===== config.mk =====
export PLATFORM = sky130hd
export DESIGN_NAME = dect_slot_table_tracker_core_flat
export DESIGN_NICKNAME = d
export VERILOG_FILES = /design/src/sv/dstt_pkg.sv /design/src/sv/dstt_req_if.sv /design/src/sv/dstt_rsp_if.sv /design/src/sv/dstt_csr_if.sv /design/src/sv/dstt_front.sv /design/src/sv/dstt_queue.sv /design/src/sv/dstt_back.sv /design/src/sv/dect_slot_table_tracker_core.sv /design/src/flat_wrapper.sv
export VERILOG_INCLUDE_DIRS = /design/src /design/src/sv
export SDC_FILE = /design/constraint.sdc
export NUM_CORES = 2
export LEC_CHECK = 0
export ABC_AREA = 1
export BUFFER_PORTS_ARGS = -buffer_cell sky130_fd_sc_hd__buf_4
export CAP_MARGIN = 0
export CELL_PAD_IN_SITES_DETAIL_PLACEMENT = 1
export CELL_PAD_IN_SITES_GLOBAL_PLACEMENT = 2
export CORE_UTILIZATION = 30
export CTS_CLUSTER_DIAMETER = 30
export DETAILED_ROUTE_END_ITERATION = 7
export HOLD_SLACK_MARGIN = 0.06
export PLACE_DENSITY = 0.82
export SYNTH_ARGS = -nofsm -noshare
export SYNTH_HDL_FRONTEND = slang
export SYNTH_SLANG_ARGS = --single-unit

===== constraint.sdc =====
create_clock -name clock -period 4.5 [get_ports clock]
set_input_delay 0.225 -clock clock [delete_from_list [all_inputs] [get_ports clock]]
set_output_delay 0.225 -clock clock [all_outputs]
set_load 0.02 [all_outputs]

===== src/sv/dect_slot_table_tracker_core_defines.svh =====
// ----------------------------------------------------------------------------
// Slot table tracker assertion macros
// Shared concurrent assertion forms, clocked by clock and disabled in reset.
// ----------------------------------------------------------------------------
`ifndef DECT_SLOT_TABLE_TRACKER_CORE_DEFINES_SVH
`define DECT_SLOT_TABLE_TRACKER_CORE_DEFINES_SVH

// The expression must hold at every clock edge outside reset.
`define DSTT_ASSERT_ALWAYS(label, expr) \
   label: assert property (@(posedge clock) disable iff (reset) (expr)) \
      else $error("dstt assertion failed");

// The consequent must hold in the cycle after the antecedent.
`define DSTT_ASSERT_NEXT(label, ante, cons) \
   label: assert property (@(posedge clock) disable iff (reset) (ante) |=> (cons)) \
      else $error("dstt assertion failed");

`endif


===== src/sv/dstt_pkg.sv =====
// ----------------------------------------------------------------------------
// Slot table tracker package
// Shared types and constants of the slot table tracker.
// ----------------------------------------------------------------------------
`timescale 1ns / 1ps

package dstt_pkg;

   localparam int SLOT_FIELD_W = 5;
   localparam int BEARER_W     = 4;
   localparam int INFO_SLOTS   = 16;
   localparam int BITMAP_W     = 12;
   localparam int MASK_W       = 24;
   localparam int QUEUE_DEPTH  = 2;
   localparam int QUEUE_PTR_W  = 1;
   localparam int QUEUE_CNT_W  = 2;

   localparam logic [7:0]  TAIL_TYPE_MASK = 8'he0;
   localparam logic [7:0]  TAIL_TYPE_P    = 8'he0;
   localparam logic [7:0]  TAIL_TYPE_Q    = 8'h80;
   localparam logic [7:0]  PAGE_HEAD_MASK = 8'h70;
   localparam logic [7:0]  PAGE_HEAD_ZERO = 8'h00;
   localparam logic [7:0]  PAGE_HEAD_ONE  = 8'h10;
   localparam logic [3:0]  Q_HEAD_STATIC  = 4'h0;
   localparam logic [3:0]  INFO_BEARER    = 4'h2;
   localparam logic [3:0]  INFO_BITMAP    = 4'h1;

   localparam logic [7:0]  ERROR_LIMIT_RESET     = 8'd32;
   localparam logic [5:0]  LAST_CHANNEL_RESET    = 6'd9;
   localparam logic [15:0] FIXED_PART_SYNC_RESET = 16'he98a;

   typedef enum logic [1:0] {
      CMD_PACKET = 2'd0,
      CMD_ERROR  = 2'd1,
      CMD_TICK   = 2'd2
   } cmd_type;

   typedef enum logic [1:0] {
      CSR_ERROR_LIMIT     = 2'd0,
      CSR_LAST_CHANNEL    = 2'd1,
      CSR_FIXED_PART_SYNC = 2'd2
   } csr_index_type;

   typedef enum logic [2:0] {
      KIND_NONE,
      KIND_ERROR,
      KIND_TICK,
      KIND_PACKET,
      KIND_BEARER,
      KIND_BITMAP,
      KIND_SCAN_CHANNEL
   } kind_type;

   typedef struct packed {
      kind_type                kind;
      logic [SLOT_FIELD_W-1:0] slot;
      logic [BEARER_W-1:0]     bear_slot;
      logic [BITMAP_W-1:0]     bitmap;
      logic [7:0]              data;
   } op_type;

   typedef struct packed {
      logic [7:0]  error_limit;
      logic [5:0]  last_channel;
      logic [15:0] fixed_part_sync;
   } cfg_type;

endpackage


===== src/sv/dstt_req_if.sv =====
// ----------------------------------------------------------------------------
// Slot table tracker event channel
// Valid/ready channel carrying one event per transaction.
// ----------------------------------------------------------------------------
`timescale 1ns / 1ps

interface dstt_req_if;
   logic       valid;
   logic       ready;
   logic [1:0] cmd;
   logic [4:0] slot;
   logic [7:0] sync_high;
   logic [7:0] sync_low;
   logic [7:0] a_header;
   logic [7:0] tail_head;
   logic [7:0] info_byte;
   logic [7:0] info_data;

   modport source (output valid, cmd, slot, sync_high, sync_low, a_header, tail_head,
                   info_byte, info_data, input ready);
   modport sink (input valid, cmd, slot, sync_high, sync_low, a_header, tail_head,
                 info_byte, info_data, output ready);
endinterface


===== src/sv/dstt_rsp_if.sv =====
// ----------------------------------------------------------------------------
// Slot table tracker result channel
// Valid/ready channel carrying one result per transaction.
// ----------------------------------------------------------------------------
`timescale 1ns / 1ps

interface dstt_rsp_if;
   logic        valid;
   logic        ready;
   logic        changed;
   logic        slot_active;
   logic        slot_scanning;
   logic [7:0]  slot_channel;
   logic [23:0] update_mask;

   modport source (output valid, changed, slot_active, slot_scanning, slot_channel,
                   update_mask, input ready);
   modport sink (input valid, changed, slot_active, slot_scanning, slot_channel,
                 update_mask, output ready);
endinterface


===== src/sv/dstt_csr_if.sv =====
// ----------------------------------------------------------------------------
// Slot table tracker register write channel
// Valid/ready channel carrying a register index and write data.
// ----------------------------------------------------------------------------
`timescale 1ns / 1ps

interface dstt_csr_if;
   logic        valid;
   logic        ready;
   logic [1:0]  index;
   logic [15:0] data;

   modport source (output valid, index, data, input ready);
   modport sink (input valid, index, data, output ready);
endinterface


===== src/sv/dstt_front.sv =====
// ----------------------------------------------------------------------------
// Slot table tracker front end
// Accepts events and classifies each event into a table operation.
// ----------------------------------------------------------------------------
`timescale 1ns / 1ps

module dstt_front #(
   parameter int HALF_FRAME = 12
) (
   input  dstt_pkg::cfg_type cfg,
   dstt_req_if.sink          req,
   input  logic              full,
   output logic              push,
   output dstt_pkg::op_type  op
);
   import dstt_pkg::*;

   logic [BEARER_W-1:0] mod_tab [INFO_SLOTS];
   logic                sync_match;
   logic [7:0]          page_head;

   for (genvar v = 0; v < INFO_SLOTS; v++) begin : g_mod
      localparam int ModValue = v % HALF_FRAME;
      assign mod_tab[v] = BEARER_W'(ModValue);
   end

   assign req.ready  = !full;
   assign push       = req.valid && !full;
   assign sync_match = (req.sync_high == cfg.fixed_part_sync[15:8]) &&
                       (req.sync_low == cfg.fixed_part_sync[7:0]);
   assign page_head  = req.tail_head & PAGE_HEAD_MASK;

   always_comb begin
      op.kind      = KIND_NONE;
      op.slot      = req.slot;
      op.bear_slot = mod_tab[req.info_byte[3:0]];
      op.bitmap    = {req.info_byte[3:0], req.info_data};
      op.data      = req.info_data;
      case (cmd_type'(req.cmd))
         CMD_PACKET: begin
            op.kind = KIND_PACKET;
            if (sync_match) begin
               if ((req.a_header & TAIL_TYPE_MASK) == TAIL_TYPE_P) begin
                  if (page_head == PAGE_HEAD_ZERO || page_head == PAGE_HEAD_ONE) begin
                     if (req.info_byte[7:4] == INFO_BEARER) begin
                        op.kind = KIND_BEARER;
                     end else if (req.info_byte[7:4] == INFO_BITMAP) begin
                        op.kind = KIND_BITMAP;
                     end
                  end
               end else if ((req.a_header & TAIL_TYPE_MASK) == TAIL_TYPE_Q) begin
                  if (req.tail_head[7:4] == Q_HEAD_STATIC) begin
                     op.kind = KIND_SCAN_CHANNEL;
                  end
               end
            end
         end
         CMD_ERROR: op.kind = KIND_ERROR;
         CMD_TICK:  op.kind = KIND_TICK;
         default:   op.kind = KIND_NONE;
      endcase
   end

endmodule


===== src/sv/dstt_queue.sv =====
// ----------------------------------------------------------------------------
// Slot table tracker operation queue
// Two-entry queue decoupling the front end from the table back end.
// ----------------------------------------------------------------------------
`timescale 1ns / 1ps
`include "dect_slot_table_tracker_core_defines.svh"

module dstt_queue (
   input  logic             clock,
   input  logic             reset,
   input  logic             push,
   input  dstt_pkg::op_type wr_op,
   output logic             full,
   input  logic             pop,
   output logic             valid,
   output dstt_pkg::op_type rd_op
);
   import dstt_pkg::*;

   op_type                 entry_ff [QUEUE_DEPTH];
   logic [QUEUE_PTR_W-1:0] wr_ptr_ff, wr_ptr_in;
   logic [QUEUE_PTR_W-1:0] rd_ptr_ff, rd_ptr_in;
   logic [QUEUE_CNT_W-1:0] count_ff, count_in;

   assign full  = count_ff == QUEUE_CNT_W'(QUEUE_DEPTH);
   assign valid = count_ff != '0;
   assign rd_op = entry_ff[rd_ptr_ff];

   always_comb begin
      wr_ptr_in = push ? wr_ptr_ff + 1'b1 : wr_ptr_ff;
      rd_ptr_in = pop ? rd_ptr_ff + 1'b1 : rd_ptr_ff;
      count_in  = count_ff;
      if (push && !pop) begin
         count_in = count_ff + 1'b1;
      end else if (pop && !push) begin
         count_in = count_ff - 1'b1;
      end
   end

   always_ff @(posedge clock) begin
      if (reset) begin
         wr_ptr_ff <= '0;
         rd_ptr_ff <= '0;
         count_ff  <= '0;
      end else begin
         wr_ptr_ff <= wr_ptr_in;
         rd_ptr_ff <= rd_ptr_in;
         count_ff  <= count_in;
      end
   end

   always_ff @(posedge clock) begin
      if (push) begin
         entry_ff[wr_ptr_ff] <= wr_op;
      end
   end

   `DSTT_ASSERT_ALWAYS(a_count_bound, count_ff <= QUEUE_CNT_W'(QUEUE_DEPTH))
   `DSTT_ASSERT_NEXT(a_push_grows, push && !pop, count_ff == $past(count_ff) + 1'b1)

endmodule


===== src/sv/dstt_back.sv =====
// ----------------------------------------------------------------------------
// Slot table tracker back end
// Holds the slot table, applies one operation per cycle unless the result channel stalls, registers the result.
// ----------------------------------------------------------------------------
`timescale 1ns / 1ps
`include "dect_slot_table_tracker_core_defines.svh"

module dstt_back #(
   parameter int HALF_FRAME = 12
) (
   input  logic              clock,
   input  logic              reset,
   input  dstt_pkg::cfg_type cfg,
   input  logic              q_valid,
   input  dstt_pkg::op_type  op,
   output logic              pop,
   dstt_rsp_if.source        rsp
);
   import dstt_pkg::*;

   localparam int NSLOTS = 2 * HALF_FRAME;
   localparam int SLOT_W = $clog2(NSLOTS);

   logic [NSLOTS-1:0] active_ff, active_in;
   logic [NSLOTS-1:0] scan_ff, scan_in;
   logic [NSLOTS-1:0] upd_ff, upd_in;
   logic [7:0]        chan_ff [NSLOTS];
   logic [7:0]        chan_in [NSLOTS];
   logic [7:0]        err_ff [NSLOTS];
   logic [7:0]        err_in [NSLOTS];

   logic              rsp_valid_ff;
   logic              changed_ff, changed_in;
   logic              slot_active_ff, slot_active_in;
   logic              slot_scanning_ff, slot_scanning_in;
   logic [7:0]        slot_channel_ff, slot_channel_in;
   logic [MASK_W-1:0] mask_ff, mask_in;

   logic              addr_ok;
   logic [SLOT_W-1:0] addr_idx;
   logic              addr_scan;
   logic              is_packet;
   logic [7:0]        last_chan;

   assign pop       = q_valid && (!rsp_valid_ff || rsp.ready);
   assign addr_ok   = {1'b0, op.slot} < (SLOT_FIELD_W + 1)'(NSLOTS);
   assign addr_idx  = op.slot[SLOT_W-1:0];
   assign addr_scan = addr_ok && scan_ff[addr_idx];
   assign last_chan = {2'b00, cfg.last_channel};
   assign is_packet = op.kind == KIND_PACKET || op.kind == KIND_BEARER ||
                      op.kind == KIND_BITMAP || op.kind == KIND_SCAN_CHANNEL;

   always_comb begin
      int         mod_s;
      int         partner_s;
      logic       hit;
      logic       pair;
      logic [8:0] inc_v;
      logic [7:0] err_v;
      active_in  = active_ff;
      scan_in    = scan_ff;
      upd_in     = upd_ff;
      chan_in    = chan_ff;
      err_in     = err_ff;
      changed_in = 1'b0;
      for (int s = 0; s < NSLOTS; s++) begin
         mod_s     = (s >= HALF_FRAME) ? s - HALF_FRAME : s;
         partner_s = (s >= HALF_FRAME) ? s - HALF_FRAME : s + HALF_FRAME;
         hit       = op.slot == SLOT_FIELD_W'(s);
         pair      = op.slot == SLOT_FIELD_W'(partner_s);
         inc_v     = {1'b0, chan_ff[s]} + 9'd1;
         err_v     = (err_ff[s] == 8'hff) ? err_ff[s] : err_ff[s] + 8'd1;
         if (is_packet && addr_scan && (hit || pair)) begin
            scan_in[s] = 1'b0;
            chan_in[s] = (chan_ff[s] == 8'd0) ? last_chan : chan_ff[s] - 8'd1;
            err_in[s]  = 8'd0;
            upd_in[s]  = 1'b1;
         end
         case (op.kind)
            KIND_BEARER: begin
               if (op.bear_slot == BEARER_W'(mod_s)) begin
                  active_in[s] = 1'b1;
                  chan_in[s]   = {2'b00, op.data[5:0]};
                  scan_in[s]   = 1'b0;
                  err_in[s]    = 8'd0;
                  upd_in[s]    = 1'b1;
               end
               changed_in = 1'b1;
            end
            KIND_BITMAP: begin
               if (mod_s < BITMAP_W) begin
                  if (op.bitmap[BITMAP_W-1-mod_s] && !active_in[s]) begin
                     active_in[s] = 1'b1;
                     chan_in[s]   = 8'd0;
                     scan_in[s]   = 1'b1;
                     err_in[s]    = 8'd0;
                     upd_in[s]    = 1'b1;
                     changed_in   = 1'b1;
                  end
               end
            end
            KIND_SCAN_CHANNEL: begin
               if (active_in[s] && scan_in[s]) begin
                  chan_in[s] = op.data;
                  upd_in[s]  = 1'b1;
                  changed_in = 1'b1;
               end
            end
            KIND_TICK: begin
               if (active_ff[s] && scan_ff[s]) begin
                  chan_in[s] = (inc_v > {1'b0, last_chan}) ? 8'd0 : inc_v[7:0];
                  upd_in[s]  = 1'b1;
                  changed_in = 1'b1;
               end
            end
            KIND_ERROR: begin
               if (hit) begin
                  err_in[s] = err_v;
                  if (!scan_ff[s] && err_v > cfg.error_limit) begin
                     active_in[s] = 1'b0;
                     upd_in[s]    = 1'b1;
                     changed_in   = 1'b1;
                  end
               end
            end
            default: ;
         endcase
      end
   end

   for (genvar g = 0; g < MASK_W; g++) begin : g_mask
      if (g < NSLOTS) begin : g_slot
         assign mask_in[g] = upd_in[g];
      end else begin : g_none
         assign mask_in[g] = 1'b0;
      end
   end

   always_comb begin
      slot_active_in   = addr_ok && active_in[addr_idx];
      slot_scanning_in = addr_ok && scan_in[addr_idx];
      slot_channel_in  = addr_ok ? chan_in[addr_idx] : 8'd0;
   end

   always_ff @(posedge clock) begin
      if (reset) begin
         active_ff    <= '0;
         scan_ff      <= '0;
         upd_ff       <= '0;
         rsp_valid_ff <= 1'b0;
         for (int s = 0; s < NSLOTS; s++) begin
            chan_ff[s] <= 8'd0;
            err_ff[s]  <= 8'd0;
         end
      end else begin
         if (pop) begin
            active_ff <= active_in;
            scan_ff   <= scan_in;
            upd_ff    <= upd_in;
            chan_ff   <= chan_in;
            err_ff    <= err_in;
         end
         if (pop) begin
            rsp_valid_ff <= 1'b1;
         end else if (rsp.ready) begin
            rsp_valid_ff <= 1'b0;
         end
      end
   end

   always_ff @(posedge clock) begin
      if (pop) begin
         changed_ff       <= changed_in;
         slot_active_ff   <= slot_active_in;
         slot_scanning_ff <= slot_scanning_in;
         slot_channel_ff  <= slot_channel_in;
         mask_ff          <= mask_in;
      end
   end

   assign rsp.valid         = rsp_valid_ff;
   assign rsp.changed       = changed_ff;
   assign rsp.slot_active   = slot_active_ff;
   assign rsp.slot_scanning = slot_scanning_ff;
   assign rsp.slot_channel  = slot_channel_ff;
   assign rsp.update_mask   = mask_ff;

   `DSTT_ASSERT_ALWAYS(a_scan_implies_active, (scan_ff & ~active_ff) == '0)
   `DSTT_ASSERT_NEXT(a_pop_loads_result, pop, rsp_valid_ff)

endmodule


===== src/sv/dect_slot_table_tracker_core.sv =====
// ----------------------------------------------------------------------------
// Slot table tracker core
// Path: an accepted event is written into the operation queue; the back end
// applies it from there and registers its result for the result channel.
// Throughput: one event per cycle while the result channel takes results.
// Reset: synchronous; clears the slot table, the queue and the result valid,
// and loads the register defaults. No clearing pass is needed.
// ----------------------------------------------------------------------------
`timescale 1ns / 1ps

module dect_slot_table_tracker_core #(
   parameter int HALF_FRAME = 12
) (
   input logic       clock,
   input logic       reset,
   dstt_req_if.sink  req_if,
   dstt_rsp_if.source rsp_if,
   dstt_csr_if.sink  csr_if
);
   import dstt_pkg::*;

   cfg_type cfg_ff, cfg_in;
   op_type  front_op;
   op_type  queue_op;
   logic    push;
   logic    full;
   logic    q_valid;
   logic    pop;

   assign csr_if.ready = 1'b1;

   always_comb begin
      cfg_in = cfg_ff;
      if (csr_if.valid) begin
         case (csr_index_type'(csr_if.index))
            CSR_ERROR_LIMIT:     cfg_in.error_limit     = csr_if.data[7:0];
            CSR_LAST_CHANNEL:    cfg_in.last_channel    = csr_if.data[5:0];
            CSR_FIXED_PART_SYNC: cfg_in.fixed_part_sync = csr_if.data;
            default:             cfg_in = cfg_ff;
         endcase
      end
   end

   always_ff @(posedge clock) begin
      if (reset) begin
         cfg_ff.error_limit     <= ERROR_LIMIT_RESET;
         cfg_ff.last_channel    <= LAST_CHANNEL_RESET;
         cfg_ff.fixed_part_sync <= FIXED_PART_SYNC_RESET;
      end else begin
         cfg_ff <= cfg_in;
      end
   end

   dstt_front #(
      .HALF_FRAME(HALF_FRAME)
   ) u_front (
      .cfg (cfg_ff),
      .req (req_if),
      .full(full),
      .push(push),
      .op  (front_op)
   );

   dstt_queue u_queue (
      .clock(clock),
      .reset(reset),
      .push (push),
      .wr_op(front_op),
      .full (full),
      .pop  (pop),
      .valid(q_valid),
      .rd_op(queue_op)
   );

   dstt_back #(
      .HALF_FRAME(HALF_FRAME)
   ) u_back (
      .clock  (clock),
      .reset  (reset),
      .cfg    (cfg_ff),
      .q_valid(q_valid),
      .op     (queue_op),
      .pop    (pop),
      .rsp    (rsp_if)
   );

endmodule


===== src/flat_wrapper.sv =====
// flat-port wrapper written by rule: the top's interface ports become plain ports
module dect_slot_table_tracker_core_flat import dstt_pkg::*;
#(
   parameter int HALF_FRAME = 12
)
  (clock, reset, req_if_valid, req_if_cmd, req_if_slot, req_if_sync_high, req_if_sync_low, req_if_a_header, req_if_tail_head, req_if_info_byte, req_if_info_data, req_if_ready, rsp_if_valid, rsp_if_changed, rsp_if_slot_active, rsp_if_slot_scanning, rsp_if_slot_channel, rsp_if_update_mask, rsp_if_ready, csr_if_valid, csr_if_index, csr_if_data, csr_if_ready);
  dstt_req_if req_if_i ();
  dstt_rsp_if rsp_if_i ();
  dstt_csr_if csr_if_i ();
  input logic clock;
  input logic reset;
  input wire logic [$bits(req_if_i.valid)-1:0] req_if_valid;
  input wire logic [$bits(req_if_i.cmd)-1:0] req_if_cmd;
  input wire logic [$bits(req_if_i.slot)-1:0] req_if_slot;
  input wire logic [$bits(req_if_i.sync_high)-1:0] req_if_sync_high;
  input wire logic [$bits(req_if_i.sync_low)-1:0] req_if_sync_low;
  input wire logic [$bits(req_if_i.a_header)-1:0] req_if_a_header;
  input wire logic [$bits(req_if_i.tail_head)-1:0] req_if_tail_head;
  input wire logic [$bits(req_if_i.info_byte)-1:0] req_if_info_byte;
  input wire logic [$bits(req_if_i.info_data)-1:0] req_if_info_data;
  output wire logic [$bits(req_if_i.ready)-1:0] req_if_ready;
  output wire logic [$bits(rsp_if_i.valid)-1:0] rsp_if_valid;
  output wire logic [$bits(rsp_if_i.changed)-1:0] rsp_if_changed;
  output wire logic [$bits(rsp_if_i.slot_active)-1:0] rsp_if_slot_active;
  output wire logic [$bits(rsp_if_i.slot_scanning)-1:0] rsp_if_slot_scanning;
  output wire logic [$bits(rsp_if_i.slot_channel)-1:0] rsp_if_slot_channel;
  output wire logic [$bits(rsp_if_i.update_mask)-1:0] rsp_if_update_mask;
  input wire logic [$bits(rsp_if_i.ready)-1:0] rsp_if_ready;
  input wire logic [$bits(csr_if_i.valid)-1:0] csr_if_valid;
  input wire logic [$bits(csr_if_i.index)-1:0] csr_if_index;
  input wire logic [$bits(csr_if_i.data)-1:0] csr_if_data;
  output wire logic [$bits(csr_if_i.ready)-1:0] csr_if_ready;
  assign req_if_i.valid = req_if_valid;
  assign req_if_i.cmd = req_if_cmd;
  assign req_if_i.slot = req_if_slot;
  assign req_if_i.sync_high = req_if_sync_high;
  assign req_if_i.sync_low = req_if_sync_low;
  assign req_if_i.a_header = req_if_a_header;
  assign req_if_i.tail_head = req_if_tail_head;
  assign req_if_i.info_byte = req_if_info_byte;
  assign req_if_i.info_data = req_if_info_data;
  assign req_if_ready = req_if_i.ready;
  assign rsp_if_valid = rsp_if_i.valid;
  assign rsp_if_changed = rsp_if_i.changed;
  assign rsp_if_slot_active = rsp_if_i.slot_active;
  assign rsp_if_slot_scanning = rsp_if_i.slot_scanning;
  assign rsp_if_slot_channel = rsp_if_i.slot_channel;
  assign rsp_if_update_mask = rsp_if_i.update_mask;
  assign rsp_if_i.ready = rsp_if_ready;
  assign csr_if_i.valid = csr_if_valid;
  assign csr_if_i.index = csr_if_index;
  assign csr_if_i.data = csr_if_data;
  assign csr_if_ready = csr_if_i.ready;
  dect_slot_table_tracker_core #(.HALF_FRAME(HALF_FRAME)) u_core (.clock(clock), .reset(reset), .req_if(req_if_i), .rsp_if(rsp_if_i), .csr_if(csr_if_i));
endmodule

## Word-level counts from Yosys, hierarchy flattened

Memory sizes are Yosys's and may differ from the RTL's. A register that Yosys moved wholly into a read port is not among the register bits.
Cells that the tools add are included.
W data, S select, Z words.

- Mux-type cells: 915
- Eq/ne operators: 76
- Reduce and logical (&&, ||, !) cells: 222
- Bitwise gates (word level): 2
- Order comparisons: 52
- Add/subtract/negate cells: 76

Operators with widths:

| kind | count |
|---|---|
| $mux W8 | 290 |
| $pmux W8 S4 | 24 |
| $pmux W8 S3 | 24 |
| $mux W1 | 465 |
| $add A8 B1 Y9 const B | 24 |
| $gt A9 B6 Y1 | 24 |
| $logic_not A8 Y1 | 25 |
| $add A8 B1 Y8 const B | 24 |
| $eq A8 B8 Y1 const B | 24 |
| $gt A8 B8 Y1 | 24 |
| $sub A8 B1 Y8 const B | 24 |
| $pmux W1 S5 | 34 |
| $logic_and A1 B1 Y1 | 117 |
| $pmux W1 S3 | 24 |
| $pmux W1 S4 | 14 |
| $logic_not A1 Y1 | 52 |
| $pmux W1 S2 | 24 |
| $bmux W8 S5 | 1 |
| $eq A5 B4 Y1 const B | 8 |
| $eq A5 B5 Y1 const B | 8 |
| $mux W3 | 7 |
| $eq A5 B3 Y1 const B | 4 |
| $logic_or A1 B1 Y1 | 17 |
| $eq A4 B3 Y1 const B | 4 |
| 29 further kinds | 57 |

- Bits in writable memories: 64
- Bits in read-only memories: 64
- Bits in registers: 526
- Memories: 2
- Input bits: 78

Memory list:

| name | depth | bits a word | read ports | clocked after memory_dff | write ports | line | text |
|---|---|---|---|---|---|---|---|
| (no name shown) | 16 | 4 | 1 | 0 | 0 | dstt_front.sv:36 | `op.bear_slot = mod_tab[req.info_byte[3:0]];` |
| u_core.u_queue.entry_ff | 2 | 32 | 1 | 1 | 1 | dstt_queue.sv:20 | `op_type entry_ff [QUEUE_DEPTH];` |

## Depth between registers and ports, before layout

- Depth after elaboration: 79
- Gate-level depth with buffers: 28
- Mapped depth without buffers: 26

## By module

Synthesis repeated with hierarchy kept, for this count alone.

- Cells, all modules: 9,426
- Area total of the unflattened synthesis: 58,711.3 µm²

By module, submodules not included:

| module | seq. area each (µm²) | times used | area an instance (µm²) | cells each |
|---|---|---|---|---|
| dstt_back | 10,199.8 | 1 | 54,018.1 | 8,963 |
| dstt_queue | 2,021.9 | 1 | 2,692.6 | 133 |
| dect_slot_table_tracker_core | 600.6 | 1 | 1,302.5 | 177 |
| dstt_front | 0.0 | 1 | 698.2 | 153 |

## Least setup slack after synthesis

Ideal clock, no wire load.

- Path kind: register to register
- Start: register with a tool-made name
- End: register u_core.u_back.slot_channel_ff[5] (netlist: u_core.u_back.rsp.slot_channel[5]), data pin
- Cell stages (with the launch flop): 28
- Setup slack: 995 ps
- Data arrival time: 3,252 ps
- Setup time: 253 ps
- Path buffers: 5
- Required time: 4,247 ps
- Path through: dfxtp_1 buf_4 inv_4 clkbuf_1 or2_2 o21a_1 inv_1 ha_1 nand2_1 nand2_1 nor2_1 a21oi_1 nand2_1 inv_2 buf_6 nand3_2 buf_2 buf_2 nand2_1 o21ai_0 o21ai_0 nand2_1 nand2_1 nand4_1 nand2_1 nand2_1 nor2_1 nor2_1

RTL lines:

| what | line | text |
|---|---|---|
| end signal, assigned | dstt_back.sv:176 | `slot_channel_ff <= slot_channel_in;` |
| end, declared | dstt_back.sv:36 | `logic [7:0] slot_channel_ff, slot_channel_in;` |

==> results.json <==
{
  "status": "complete, but fails checks",
  "violations": "setup timing",
  "floorplan.initialDensity_pct": 30.3,
  "area_growth_pct": 23.8,
  "antenna_left": 0,
  "fin_util_pct": 37.5,
  "hold_path_startpoint": "req_if_info_byte[0]",
  "cts_buffers": 212,
  "cts.clk_slew.worst_paths_ns": 0.05,
  "nets": 10500,
  "fin_cells": 12700,
  "finalCriticalPeriod_ns": 4.52,
  "rsz0062_at_grt": "true",
  "fin_area_um2": 71500,
  "drc": 0,
  "endpoint_kind": "flop",
  "irDropWorstVdd_v": 0.000738,
  "crit_chain": "buf_12, nand2_1, nand2_1, buf_4, nand2_1, buf_4, nor2_1, buf_4, clkinv_1, nand2_1, nand3_1, buf_4, clkinv_2, buf_6, o21ai_0, o21bai_1, nand3_1, nand2_1, nor3_1, nor2_1, nor2_1",
  "grt_max_degree": 143,
  "grt_pass1_wl_um": 473000,
  "final_hold_viol_count": 0,
  "synth_largest_area_cell": "dfxtp_1",
  "worst_slack_ns": -0.0151,
  "layout_common_cells": "2310 x nand2_1, 1280 x o21ai_0, 1114 x inv_1",
  "vias": 71800,
  "async_flop_share_pct": 0,
  "clockBufferDepth": 3,
  "drv_cap": 0,
  "placed_area_um2": 63400,
  "wl_um": 325000,
  "drtPass1Iterations": 5,
  "crit_arrival_ns": 5.14,
  "rows": 160,
  "synth_seq_cells": 571,
  "max_freq_ghz": 0.221,
  "wl_per_cell_um": 25.6,
  "fin_worst_skew_ns": 0.0753,
  "core_um2": 191000,
  "maxSlewViolCount": 0,
  "critical_path_required_ns": 5.12,
  "grt_pass1_vias": 71700,
  "setup_violations": 1,
  "crit_type": "reg -> reg",
  "cts.htree.levels": 4,
  "die-area_um2": 194000,
  "synth-edff-count": 79,
  "gp_congestion": 1.01,
  "yosysWarnings": 0,
  "cp_max_fo": 27,
  "min_path_type": "in -> reg",
  "portBuffers": 105,
  "ioPinCount": 116,
  "synth_nets": 10200,
  "postCtsSetupBuffers": 0,
  "crit_path_frequent_cell": "nand2_1",
  "synth_flop_cell": "dfxtp_1",
  "power_density_nw_per_um2": 772,
  "synth_area_um2": 57700,
  "die-width_um": 441,
  "slew_headroom_pct": 17.6,
  "die_h_um": 441,
  "max_slew.worst_pin.slew_ns": 1.23,
  "antenna_found_initial": 16,
  "drt_iter0_drc": 6155,
  "grt.overflow.total": 0,
  "seq_area_frac_synth_pct": 21.2,
  "nFillCells": 24900,
  "dp_cells": 12200,
  "synth.area.top_cells": "dfxtp_1 17%, nand2_1 15%, o21ai_0 11%",
  "critPathMaxStageDelay_ns": 0.37,
  "synth_cell_types": 58,
  "final.setup.tns_ns": -0.0151,
  "final_common_cell": "nand2_1",
  "synth_top_area_share_pct": 17.1,
  "cp_slowest_cell": "dfxtp_2",
  "drive_above_1_share_pct": 9.71,
  "syn_area_per_cell_um2": 5.99,
  "cts_tree": "done",
  "root_buffer": "clkbuf_16",
  "grtUsageTotal_pct": 32.5,
  "finalPower_uw": 55200,
  "p_leak_uw": 0.0332,
  "hpwl_um": 239000,
  "worst_skew_pair.late_latency_ns": 0.89,
  "period_share_pct": 100,
  "via_per_inst": 5.66,
  "cp-start-kind": "flop",
  "syn_inst": 9643,
  "cts_sinks": 571
}
## area by class of cell
cell class                      count  area [um2]  share of cell area, %
Clock inverter                     84         891                   1.25
Antenna cell                       10        25.0                 0.0350
Inverter                         1178        4470                   6.25
Clock buffer                      318        6210                   8.68
Timing Repair Buffer              539        4760                   6.65
Tap cell                         2511        3140                   4.40
Sequential cell                   571       12200                   17.1
Multi-Input combinational cell   7481       39800                   55.6
## through the flow
step,hold WS [ns],setup WS (ns)
floorplan,0.324,0.995
detailed placement,0.414,-0.162
global route,0.0793,-0.136
global placement,0.413,-0.0853
CTS,0.0612,-0.0996
finish,0.0836,-0.0151
## what timing repair did
| action | in CTS | in global routing |
|---|---|---|
| endpoints found under the hold margin | 192 | 0 |
| resized for setup | 9 | 85 |
| pin swaps | 0 | 3 |
| hold buffers | 63 | 0 |
| setup endpoints to repair | 9 | 25 |
## flip-flops by register name, summed over array words and instances (netlist names), named ones only
register and cells:
u_core.u_back.rsp.slot_active 1, u_core.u_back.rsp.slot_channel 8, u_core.u_queue.wr_ptr_ff 1, u_core.u_queue.entry_ff 44
u_core.u_back.upd_ff 24, u_core.u_back.scan_ff 24, u_core.u_back.active_ff 24, u_core.u_back.rsp.update_mask 24
u_core.u_back.rsp.slot_scanning 1, u_core.u_back.rsp.changed 1, u_core.u_back.err_ff 192, u_core.u_back.rsp.valid 1
u_core.cfg_ff 30, u_core.u_queue.rd_ptr_ff 1, u_core.u_queue.count_ff 2, u_core.u_back.chan_ff 192
## report_power, final
part           total [uW]  leakage, uW  internal, uW  switching, uW
logic               32200       0.0250          9380          22900
registers            8580      0.00478          6770           1810
clock network       14400      0.00349          9910           4460
total               55200       0.0332         26100          29100
## metal layers
metal	vias up	GRT usage, %	share of wire, %
met1	35200	42.1	43
met4	6	17.9	5.9
met5	-	0	0.012
met2	2710	51.1	44
met3	752	5.60	7.3
li1	33200	-	-
## critical path: cells and delay by family, from the launching register on
kind                   cells  cell delay, ns
and+or+nand+nor           11            1.78
buffers and inverters      8            1.68
AOI/OAI and AO/OA          2            0.38
DFF                        1            0.37
## cells in the mapped netlist (all sizes together) (2+ instances only)
| library cell | instances |
|---|---|
| nand2 | 2347 |
| o21ai | 1325 |
| inv | 1157 |
| nor2 | 824 |
| a21oi | 821 |
| nand3 | 504 |
| dfxtp | 492 |
| ha | 438 |
| clkbuf | 331 |
| xor2 | 249 |
| nand4 | 216 |
| nor3 | 173 |
| o22ai | 127 |
| o211ai | 94 |
| buf | 82 |
| edfxtp | 79 |
| xnor2 | 54 |
| a31oi | 42 |
| a211oi | 41 |
| nand3b | 28 |
| or2 | 26 |
| clkinv | 21 |
| a21boi | 17 |
| a21o | 17 |
| a32o | 17 |
| nor4 | 17 |
| o31ai | 17 |
| o2111ai | 15 |
| and3 | 14 |
| o221ai | 10 |
| a22o | 9 |
| o21bai | 9 |
| o21a | 8 |
| a41oi | 5 |
| a22oi | 3 |
| mux2i | 3 |
| a31o | 2 |
| mux2 | 2 |
| nor3b | 2 |
## final timing paths
kind                                                                        end  slack, ns  cells past startpoint
worst max-delay path            u_core.u_back.rsp.slot_channel[6]$_SDFFCE_PP0P_      -0.02                     21
worst min register to register                                             flop       0.46                      1
worst max register to register  u_core.u_back.rsp.slot_channel[6]$_SDFFCE_PP0P_      -0.02                     21
worst min-delay path                   u_core.u_queue.entry_ff[1][20]$_DFFE_PP_       0.08                      2
## cell families (layout without fill, tap and decap cells)
logic type,Yosys count,count (layout),synth area share [%]
simple gates,4153,4153,30.0
compound gates,2581,2581,24.1
buf+inv,1591,2119,10.5
flops,571,571,21.2
fa+ha+maj,438,438,9.49
xor+xnor,303,303,4.60
mux,5,5,0.0910
other cells,1,11,0.00649
No activity file was read; power rests on OpenSTA's default activity.
